==> src/rtl/lbdr_pkg.sv <==
// Shared types and constants for the LED breathing duty ramp block.
package lbdr_pkg;

    localparam int DUTY_W       = 16;
    localparam int CHAN_MAX     = 3;
    localparam int LED_COUNT_DEF = 3;
    localparam int STEP_DIV_DEF = 200;

    localparam logic [DUTY_W-1:0] CNT_MAX             = 16'hFFFF;
    localparam logic [DUTY_W-1:0] PWM_PERIOD_RST      = 16'd1024;
    localparam logic [DUTY_W-1:0] START_DELAY_RED_RST = 16'd700;
    localparam logic [DUTY_W-1:0] START_DELAY_GRN_RST = 16'd1400;
    localparam logic [DUTY_W-1:0] START_DELAY_BLU_RST = 16'd2100;

    localparam int S_TDATA_W = 8;
    localparam int M_TDATA_W = 56;

    typedef enum logic [1:0] {
        REG_PWM_PERIOD  = 2'd0,
        REG_DELAY_RED   = 2'd1,
        REG_DELAY_GREEN = 2'd2,
        REG_DELAY_BLUE  = 2'd3
    } reg_idx_t;

    typedef struct packed {
        logic              running;
        logic [DUTY_W-1:0] duty;
    } chan_status_t;

endpackage

==> src/rtl/lbdr_channel.sv <==
// One LED channel: start delay wait, millisecond counter and duty ramp.
module lbdr_channel
    import lbdr_pkg::*;
#(
    parameter int STEP_DIVISOR = STEP_DIV_DEF
) (
    input  logic              aclk,
    input  logic              aresetn,
    input  logic              advance,
    input  logic [DUTY_W-1:0] pwm_period,
    input  logic [DUTY_W-1:0] start_delay,
    output chan_status_t      status_next
);

    localparam int DIV_W  = $clog2(STEP_DIVISOR + 1);
    localparam int PROD_W = DUTY_W + 1 + DIV_W;

    logic [DUTY_W-1:0] cnt_reg, cnt_next;
    logic [DUTY_W-1:0] duty_reg, duty_next;
    logic              running_reg, running_next;
    logic              rising_reg, rising_next;

    logic [DUTY_W-1:0] cnt_inc;
    logic [DUTY_W:0]   cnt_plus;
    logic [DUTY_W-1:0] diff;
    logic [PROD_W-1:0] limit;
    logic              step;
    logic [DUTY_W-1:0] duty_up, duty_dn;

    always_comb begin
        cnt_inc  = (cnt_reg == CNT_MAX) ? cnt_reg : cnt_reg + 1'b1;
        cnt_plus = {1'b0, cnt_inc} + 1'b1;
        diff     = (pwm_period > duty_reg) ? pwm_period - duty_reg : '0;
        limit    = PROD_W'(cnt_plus) * PROD_W'(STEP_DIVISOR);
        // counter >= diff / divisor  <=>  diff < (counter + 1) * divisor
        step     = PROD_W'(diff) < limit;
        duty_up  = duty_reg + 1'b1;
        duty_dn  = duty_reg - 1'b1;
    end

    always_comb begin
        cnt_next     = cnt_reg;
        duty_next    = duty_reg;
        running_next = running_reg;
        rising_next  = rising_reg;
        if (advance) begin
            if (!running_reg) begin
                if (cnt_inc > start_delay) begin
                    running_next = 1'b1;
                    rising_next  = 1'b1;
                    duty_next    = '0;
                    cnt_next     = '0;
                end else begin
                    cnt_next = cnt_inc;
                end
            end else if (!step) begin
                cnt_next = cnt_inc;
            end else begin
                cnt_next = '0;
                if (rising_reg) begin
                    if (duty_reg >= pwm_period) begin
                        duty_next   = pwm_period;
                        rising_next = 1'b0;
                    end else begin
                        duty_next = duty_up;
                        if (duty_up == pwm_period) begin
                            rising_next = 1'b0;
                        end
                    end
                end else begin
                    if (duty_reg == '0) begin
                        rising_next = 1'b1;
                    end else begin
                        duty_next = duty_dn;
                        if (duty_dn == '0) begin
                            rising_next = 1'b1;
                        end
                    end
                end
            end
        end
    end

    always_ff @(posedge aclk) begin
        if (!aresetn) begin
            cnt_reg     <= '0;
            duty_reg    <= '0;
            running_reg <= 1'b0;
            rising_reg  <= 1'b0;
        end else begin
            cnt_reg     <= cnt_next;
            duty_reg    <= duty_next;
            running_reg <= running_next;
            rising_reg  <= rising_next;
        end
    end

    assign status_next.running = running_next;
    assign status_next.duty    = running_next ? duty_next : '0;

endmodule

==> src/rtl/led_breathing_duty_ramp_top.sv <==
// Top level of the LED breathing duty ramp: config registers, channels, output skid.
//
// Usage:
//   Send one word per millisecond on the s_ channel; s_tdata[0] = 1 advances
//   time by one millisecond, 0 only reports the current duty values.
//   Each accepted word yields exactly one result word on the m_ channel with
//   the three PWM compare values and the mask of running channels, taken
//   after the update that the word causes.
//   Output: each result word is registered before it is shown on the m_ channel.
//   Throughput: one word per cycle while s_tready is high; the channel update is a
//   single pass of increment, one constant multiply and compare, and a +/-1 step.
//   Configuration: cfg_we writes cfg_wdata to register cfg_addr (0 period,
//   1..3 start delays red, green, blue); write only while the block is idle.
//   Reset: all channels stop and wait for their start delay, counters and
//   duty values clear, registers return to their defaults.
//   Stall: a two-word output stage (result register plus skid) keeps taking
//   input while one result waits; s_tready drops when both are occupied.
module led_breathing_duty_ramp_top
    import lbdr_pkg::*;
#(
    parameter int LED_COUNT    = LED_COUNT_DEF,
    parameter int STEP_DIVISOR = STEP_DIV_DEF
) (
    input  logic                 aclk,
    input  logic                 aresetn,
    input  logic                 s_tvalid,
    output logic                 s_tready,
    input  logic [S_TDATA_W-1:0] s_tdata,   // [0] tick, [7:1] zero
    output logic                 m_tvalid,
    input  logic                 m_tready,
    output logic [M_TDATA_W-1:0] m_tdata,   // [15:0] duty_red, [31:16] duty_green,
                                            // [47:32] duty_blue, [50:48] active_mask
    input  logic                 cfg_we,
    input  logic [1:0]           cfg_addr,
    input  logic [DUTY_W-1:0]    cfg_wdata
);

    logic [DUTY_W-1:0] period_reg;
    logic [DUTY_W-1:0] delay_reg [CHAN_MAX];

    always_ff @(posedge aclk) begin
        if (!aresetn) begin
            period_reg  <= PWM_PERIOD_RST;
            delay_reg[0] <= START_DELAY_RED_RST;
            delay_reg[1] <= START_DELAY_GRN_RST;
            delay_reg[2] <= START_DELAY_BLU_RST;
        end else if (cfg_we) begin
            unique case (reg_idx_t'(cfg_addr))
                REG_PWM_PERIOD:  period_reg   <= cfg_wdata;
                REG_DELAY_RED:   delay_reg[0] <= cfg_wdata;
                REG_DELAY_GREEN: delay_reg[1] <= cfg_wdata;
                REG_DELAY_BLUE:  delay_reg[2] <= cfg_wdata;
                default: ;
            endcase
        end
    end

    logic         in_accept;
    logic         advance;
    chan_status_t status [CHAN_MAX];
    logic [M_TDATA_W-1:0] result;

    assign in_accept = s_tvalid && s_tready;
    assign advance   = in_accept && s_tdata[0];

    for (genvar c = 0; c < CHAN_MAX; c++) begin : g_chan
        if (c < LED_COUNT) begin : g_used
            lbdr_channel #(
                .STEP_DIVISOR(STEP_DIVISOR)
            ) u_channel (
                .aclk       (aclk),
                .aresetn    (aresetn),
                .advance    (advance),
                .pwm_period (period_reg),
                .start_delay(delay_reg[c]),
                .status_next(status[c])
            );
        end else begin : g_idle
            assign status[c] = '0;
        end
    end

    assign result = {5'b0,
                     status[2].running, status[1].running, status[0].running,
                     status[2].duty, status[1].duty, status[0].duty};

    logic                 out_valid_reg, skid_valid_reg;
    logic [M_TDATA_W-1:0] out_data_reg, skid_data_reg;

    assign s_tready = !skid_valid_reg;
    assign m_tvalid = out_valid_reg;
    assign m_tdata  = out_data_reg;

    always_ff @(posedge aclk) begin
        if (!aresetn) begin
            out_valid_reg  <= 1'b0;
            skid_valid_reg <= 1'b0;
        end else if (!out_valid_reg || m_tready) begin
            if (skid_valid_reg) begin
                out_valid_reg  <= 1'b1;
                skid_valid_reg <= 1'b0;
            end else begin
                out_valid_reg  <= in_accept;
            end
        end else if (in_accept) begin
            skid_valid_reg <= 1'b1;
        end
    end

    always_ff @(posedge aclk) begin
        if (!out_valid_reg || m_tready) begin
            out_data_reg <= skid_valid_reg ? skid_data_reg : result;
        end else if (in_accept) begin
            skid_data_reg <= result;
        end
    end

endmodule

==> config.mk <==
export PLATFORM = sky130hd
export DESIGN_NAME = led_breathing_duty_ramp_top
export DESIGN_NICKNAME = d
export VERILOG_FILES = /design/src/rtl/lbdr_pkg.sv /design/src/rtl/lbdr_channel.sv /design/src/rtl/led_breathing_duty_ramp_top.sv
export SDC_FILE = /design/constraint.sdc
export NUM_CORES = 1
export LEC_CHECK = 0
export ABC_AREA = 1
export BUFFER_PORTS_ARGS = -buffer_cell sky130_fd_sc_hd__buf_2
export CELL_PAD_IN_SITES_DETAIL_PLACEMENT = 1
export CELL_PAD_IN_SITES_GLOBAL_PLACEMENT = 2
export CORE_MARGIN = 1.5
export CORE_UTILIZATION = 35
export DETAILED_ROUTE_END_ITERATION = 8
export MAX_ROUTING_LAYER = met4
export PLACE_DENSITY_LB_ADDON = 0.08
export SLEW_MARGIN = 5
export SYNTH_ARGS = -nofsm -noshare
export SYNTH_HDL_FRONTEND = slang
export SYNTH_SLANG_ARGS = --single-unit
==> constraint.sdc <==
create_clock -name aclk -period 8.8 [get_ports aclk]
set_input_delay 1.32 -clock aclk [delete_from_list [all_inputs] [get_ports aclk]]
set_output_delay 1.32 -clock aclk [all_outputs]
set_load 0.01 [all_outputs]
# Yosys cells after proc, flatten, opt, wreduce, memory -nomap -nowiden
# Memories as Yosys holds them, arrays and structs flattened.
# Index checks and enable logic that the tools add are counted.
op_classes:
  muxes: 90
  bitwise: 5
  n_eq_ne: 12
  mul: 3
  n_lt_le_gt_ge: 12
  n_addsub: 15
  reduce_logical: 21
ops:
  columns: ["cell", "count"]
  rows:
  - ["16-bit two-way mux", 42]
  - ["16-bit by 1-bit adder with 16-bit output, second input constant", 6]
  - ["16-bit greater-than comparator", 6]
  - ["16-bit zero test", 6]
  - ["16-bit by 25-bit less-than comparator with 1-bit output", 3]
  - ["17-bit by 5-bit multiplier with 22-bit output, second input constant", 3]
  - ["16-bit by 1-bit adder with 17-bit output, second input constant", 3]
  - ["51-bit two-way mux", 1]
  - ["16-bit equality test", 3]
  - ["16-bit equality test, second input constant", 3]
  - ["16-bit >= comparator", 3]
  - ["16-bit by 1-bit subtractor with 16-bit output, second input constant", 3]
  - ["16-bit subtractor", 3]
  - ["1-bit two-way mux", 47]
  - ["3-bit AND reduction", 3]
  - ["2-bit inequality test, second input constant", 3]
  - ["2-bit nonzero test", 3]
  - ["2-bit equality test, second input constant", 2]
  - ["2-bit AND reduction", 2]
  - ["1-bit OR", 3]
  - ["2-bit by 1-bit equality test with 1-bit output, second input constant", 1]
  - ["1-bit logical AND", 2]
  - ["1-bit zero test", 2]
  - ["2-bit zero test", 1]
  - ["other kinds (3)", 4]
word_totals:
  mem_count: 1
  ff_bits: 222
  ram_bits: 48
memory_table:
  columns: ["name", "words", "width", "rd", "rd_clocked_by_memory_dff", "wr", "line_no", "source"]
  rows:
  - ["delay_reg", 3, 16, 3, 0, 3, "led_breathing_duty_ramp_top.sv:39", "logic [DUTY_W-1:0] delay_reg [CHAN_MAX];"]

# Logic depth before layout (Yosys ltp)
depth:
  word_depth: 10
  depth_mapped: 46
  mapped_depth_nobuf: 45

# Hierarchy
# Synthesis repeated with hierarchy kept, for this count alone.
hier_totals:
  cells_unflattened: 4042
  area_unflattened_um2: 27715.3
modules_own_cells:
  columns: ["mod", "seq_area_each_um2", "area_each_um2", "cells_each", "n_inst"]
  rows:
  - ["lbdr_channel (g_chan[1].g_used.u_channel)", 680.7, 7344.5, 1215, 1]
  - ["lbdr_channel (g_chan[2].g_used.u_channel)", 680.7, 7219.4, 1189, 1]
  - ["lbdr_channel (g_chan[0].g_used.u_channel)", 680.7, 6998.0, 1164, 1]
  - ["led_breathing_duty_ramp_top", 4864.7, 6153.4, 474, 1]

# Least setup slack after synthesis
# No wires, ideal clock.
synth_path:
  path_kind: "input to register"
  from: "input port m_tready"
  to: "register skid_data_reg[0], enable pin"
  arrival_ns: 5.730
  setup_ns: 0.522
  setup_slack_ns: 2.548
  cell_stages: 3
  path_cell_list: "nor2_1 -> inv_1 -> nor3_1"
synth_between:
  elab_chain_cells: 3
synth_lines:
  columns: ["element", "line_no", "source"]
  rows:
  - ["from (decl)", "led_breathing_duty_ramp_top.sv:30", "input logic m_tready,"]
  - ["1-bit logical OR", "led_breathing_duty_ramp_top.sv:111", "if (!out_valid_reg || m_tready) begin"]
  - ["1-bit NOT (no source line)", null, null]
  - ["2-bit AND reduction (no source line)", null, null]
  - ["to (signal assigned)", "led_breathing_duty_ramp_top.sv:114", "skid_data_reg <= result;"]
  - ["to (decl)", "led_breathing_duty_ramp_top.sv:88", "logic [M_TDATA_W-1:0] out_data_reg, skid_data_reg;"]
# No other way between the ends.
# A chain may end at the register's enable or synchronous reset.

# Worst setup path in the final report
layout_path:
  from: "register g_chan[2].g_used.u_channel.cnt_reg[0]"
  to: "register out_data_reg[45] (netlist: m_tdata[45]) (data pin)"
layout_between:
  elab_chain_cells: 10
  elab_cells_between_ends: 16
layout_lines:
  columns: ["element", "line_no", "source"]
  rows:
  - ["from (decl)", "lbdr_channel.sv:18", "logic [DUTY_W-1:0] cnt_reg, cnt_next;"]
  - ["from (signal assigned)", "lbdr_channel.sv:91", "cnt_reg <= cnt_next;"]
  - ["16-bit by 1-bit adder with 16-bit output or 16-bit equality test (tied branches)", "lbdr_channel.sv:31", "cnt_inc = (cnt_reg == CNT_MAX) ? cnt_reg : cnt_reg + 1'b1;"]
  - ["16-bit two-way mux (*)", "lbdr_channel.sv:31", null]
  - ["16-bit by 1-bit adder with 17-bit output", "lbdr_channel.sv:32", "cnt_plus = {1'b0, cnt_inc} + 1'b1;"]
  - ["17-bit by 5-bit multiplier with 22-bit output", "lbdr_channel.sv:34", "limit = PROD_W'(cnt_plus) * PROD_W'(STEP_DIVISOR);"]
  - ["16-bit by 25-bit less-than comparator with 1-bit output", "lbdr_channel.sv:36", "step = PROD_W'(diff) < limit;"]
  - ["16-bit two-way mux", "lbdr_channel.sv:56", "end else if (!step) begin"]
  - ["16-bit two-way mux", "lbdr_channel.sv:47", "if (!running_reg) begin"]
  - ["16-bit two-way mux", "lbdr_channel.sv:46", "if (advance) begin"]
  - ["16-bit two-way mux (*)", "lbdr_channel.sv:99", "assign status_next.duty = running_next ? duty_next : '0;"]
  - ["51-bit two-way mux (*)", "led_breathing_duty_ramp_top.sv:112", "out_data_reg <= skid_valid_reg ? skid_data_reg : result;"]
  - ["to (signal assigned)", "led_breathing_duty_ramp_top.sv:112", null]
  - ["to (decl)", "led_breathing_duty_ramp_top.sv:88", null]
# Every way passes the cells marked *; elsewhere a longest branch is shown, timed or not.

==> summary.md <==
The tools report the buffer depth of the longest clock path as 3. STA classifies the critical path endpoint as a register. Counting flops and latches in the post-synthesis netlist gives 270. The required time of the critical path was 9200 ps; the transition at the pin with the smallest max-transition slack was 1020 ps. The number of antenna diodes was 0; the gate count of the mapped netlist was 4015. The initial standard-cell utilization of the core was 35.5%; the worst path arrival time was 8050 ps.

The worst-case IR drop observed on VDD is 0.000134 V. The die is 281 um tall. TritonCTS built the clock tree. The tools report the die footprint as 78900 um^2. The worst hold path startpoint is g_chan[1].g_used.u_channel.cnt_reg[15]. The number of slew-limit violations in the final report came out at 0. The layout overhead on the synthesized area was 9.56%; the power per cell area was 122 nW/um^2. In the final routed layout, each cell accounts on average for 18.1 um.

Global routing used 24.2% of the available tracks across all layers. Across all layers, the routed design uses 25527 vias. The start-to-end type of the worst setup path was reg2reg. At the later pin of the worst-skew pair, clock insertion delay measures 580 ps. The first global-routing pass estimated 145 mm of wire.

Gates resized during post-CTS repair numbered 0. edfxtp_1 takes more of the synthesized area than any other cell. The number of buffers created by CTS came out at 35. The synthesized design devotes to its leading area cell type 16.7% of total area. The count of nets left with antenna violations once routing finished came out at 0. Among all stages on the critical path, the largest delay is contributed by fa_1. The logs give 5 for the number of detailed-route iterations in the first pass and 64 for the maximum number of pins on one net before global-route repair.

Global routing finished with a remaining overflow of 0. The hold violation count in the final report was 0; the clock sink count was 270. Leaving out fill and tap cells, the most frequent cell in the layout is nand2_1. Number of buffers added for setup after CTS: 0. Timing would allow up to 0.131 GHz.

The flow ran to the end, and the final reports show no timing, DRC or antenna violations. The number of filler instances in the final layout came out at 9898. The worst setup path is launched from a register. The peak fanout along the critical path was 11. In this run the critical register-to-register path is launched from g_chan[2].g_used.u_channel.cnt_reg[0].

The dominant cell type by count on the critical path is nand2_1. The time the worst path needs with I/O delays and setup was 7650 ps. The summed instance area of the synthesized netlist came out at 27000 um^2. In the post-synthesis netlist, the biggest area contributors are edfxtp_1, nand2_1, ha_1. After routing, the total negative slack on setup checks comes to 0 ps. The die extent in x is 281 um, and the initial detailed-routing violation count is 1056. The final critical path takes up 86.9% of the cycle. Tracing the worst setup path back leads to its startpoint at g_chan[2].g_used.u_channel.cnt_reg[0].

The clock transition at the register clock pins on the worst setup and hold paths after CTS was 60 ps; the layout cell share with drive strength beyond 1 was 6.82%. Across all hold checks on the routed design, the worst slack comes to 468 ps. Summing all placed instances gives a cell area of 28500 um^2.

The post-synthesis sequential area ratio came out at 25.5%. The number of global-route vias before repair came out at 25870. For the hold buffer count at cts, the log shows 0.

The worst pin sits at a relative slew slack of 31.3%. During placement, the flow inserted port buffers numbering 76. In this run the static leakage power is 14.9 nW. The tree is rooted in a clkbuf_16. Using the TritonRoute via totals, the vias-per-cell ratio works out to 5.00.

Once layout is complete, the utilization of the core stands at 38.9%. Yosys printed 0 warnings. For this run, the leading register cell type out of synthesis is edfxtp_1. The finished cells cover 29600 um^2. The max-capacitance violation count is 0.

For this block, the routed nets add up to 92.3 mm of wire. The number of setup violations in the final report is 0, and the total design power is 3.62 mW. The last weighted congestion value of the routability-driven placer came out at 0.876. The initialized floorplan defines 101 standard-cell rows. The worst hold path belongs to the class reg2reg.

The H-tree depth reported by CTS is 2. The number of top-level design ports is 89, and the initial antenna violation count is 2. In the layout the commonest cells are nand2_1, inv_1, nor2_1. After detailed routing, the number of remaining DRC violations is 0.

Between clock sinks in the finished design, the worst skew comes to 39.5 ps. In this run the standard cell core region covers 76200 um^2. The post-synthesis async set-or-reset flop share came out at 0%. The placed wire-length estimate after detailed placement was 74.6 mm; the count of flip-flops with a built-in enable after synthesis was 150. The largest stage delay on the critical path is 530 ps, and the synthesized area per cell is 6.74 um^2. The number of different library cells in the post-synthesis netlist was 62. Setup repair after global routing left no endpoint under its margin. After the last flow step, the layout net total stands at 4432.
## kinds of logic after synthesis
| kind of cell | count (synthesis) | synth area share, % |
|---|---|---|
| AND/OR/NAND/NOR | 1991 | 31.3 |
| flip-flops | 270 | 25.5 |
| adder cells (fa/ha/maj) | 348 | 17.1 |
| other | 1 | 0.0139 |
| AO/OA/AOI/OAI | 463 | 9.16 |
| XOR/XNOR | 189 | 6.30 |
| buffers and inverters | 753 | 10.6 |
## final timing paths
path,endpoint,slack (ps),cells after the start
max,m_tdata[45],1150,42
min,g_chan[1].g_used.u_channel.cnt_reg[15],470,2
max reg2reg,m_tdata[45],1150,42
min reg2reg,g_chan[1].g_used.u_channel.cnt_reg[15],470,2
## synthesized netlist by cell type (72+ instances only)
cell type,number
edfxtp_1,150
o21ai_0,150
nand3_1,265
ha_1,312
dfxtp_1,120
clkbuf_1,85
inv_1,577
nand4_1,72
nor2_1,431
xor2_1,145
a21oi_1,233
nand2_1,1067
## where the power goes
group	internal, mW	switching, mW	leakage, nW
Clock	0.843	0.603	0.545
Sequential	1.37	0.0249	2.51
Combinational	0.246	0.530	11.8
## worst max-delay path: cells and delay by family (launching register included)
family	cells	cell delay, ps
xor gates and xnor gates	1	170
DFF	1	520
AOI/OAI and AO/OA	2	440
adders and majority gates	6	1880
and+or+nand+nor	27	4020
buffers and inverters	6	420
## layout make-up
type                            count  area (um^2)  area share (%)
Multi-Input combinational cell   2996        17300            58.4
Inverter                          647         2430            8.21
Tap cell                         1030         1290            4.35
Sequential cell                   270         6910            23.3
Timing Repair Buffer              103          583            1.97
Clock inverter                     17          181           0.612
Clock buffer                       46          937            3.16
## routing by layer
metal  vias up  GRT usage [%]  part of all wire (%)
li1      12975              -                     -
met1     12187           31.7                    48
met2       278           40.0                    47
met3        87           2.44                   2.7
met4         0           5.75                   2.3
met5         -              -                     0
## through the flow
step,instances,worst slack [ps]
2_1_floorplan,4019,2550
3_3_place_gp,5046,1220
3_5_place_dp,5046,1220
4_1_cts,5109,1200
5_1_grt,5109,503
6_report,5109,1150
No activity file was read; power rests on OpenSTA's default activity.
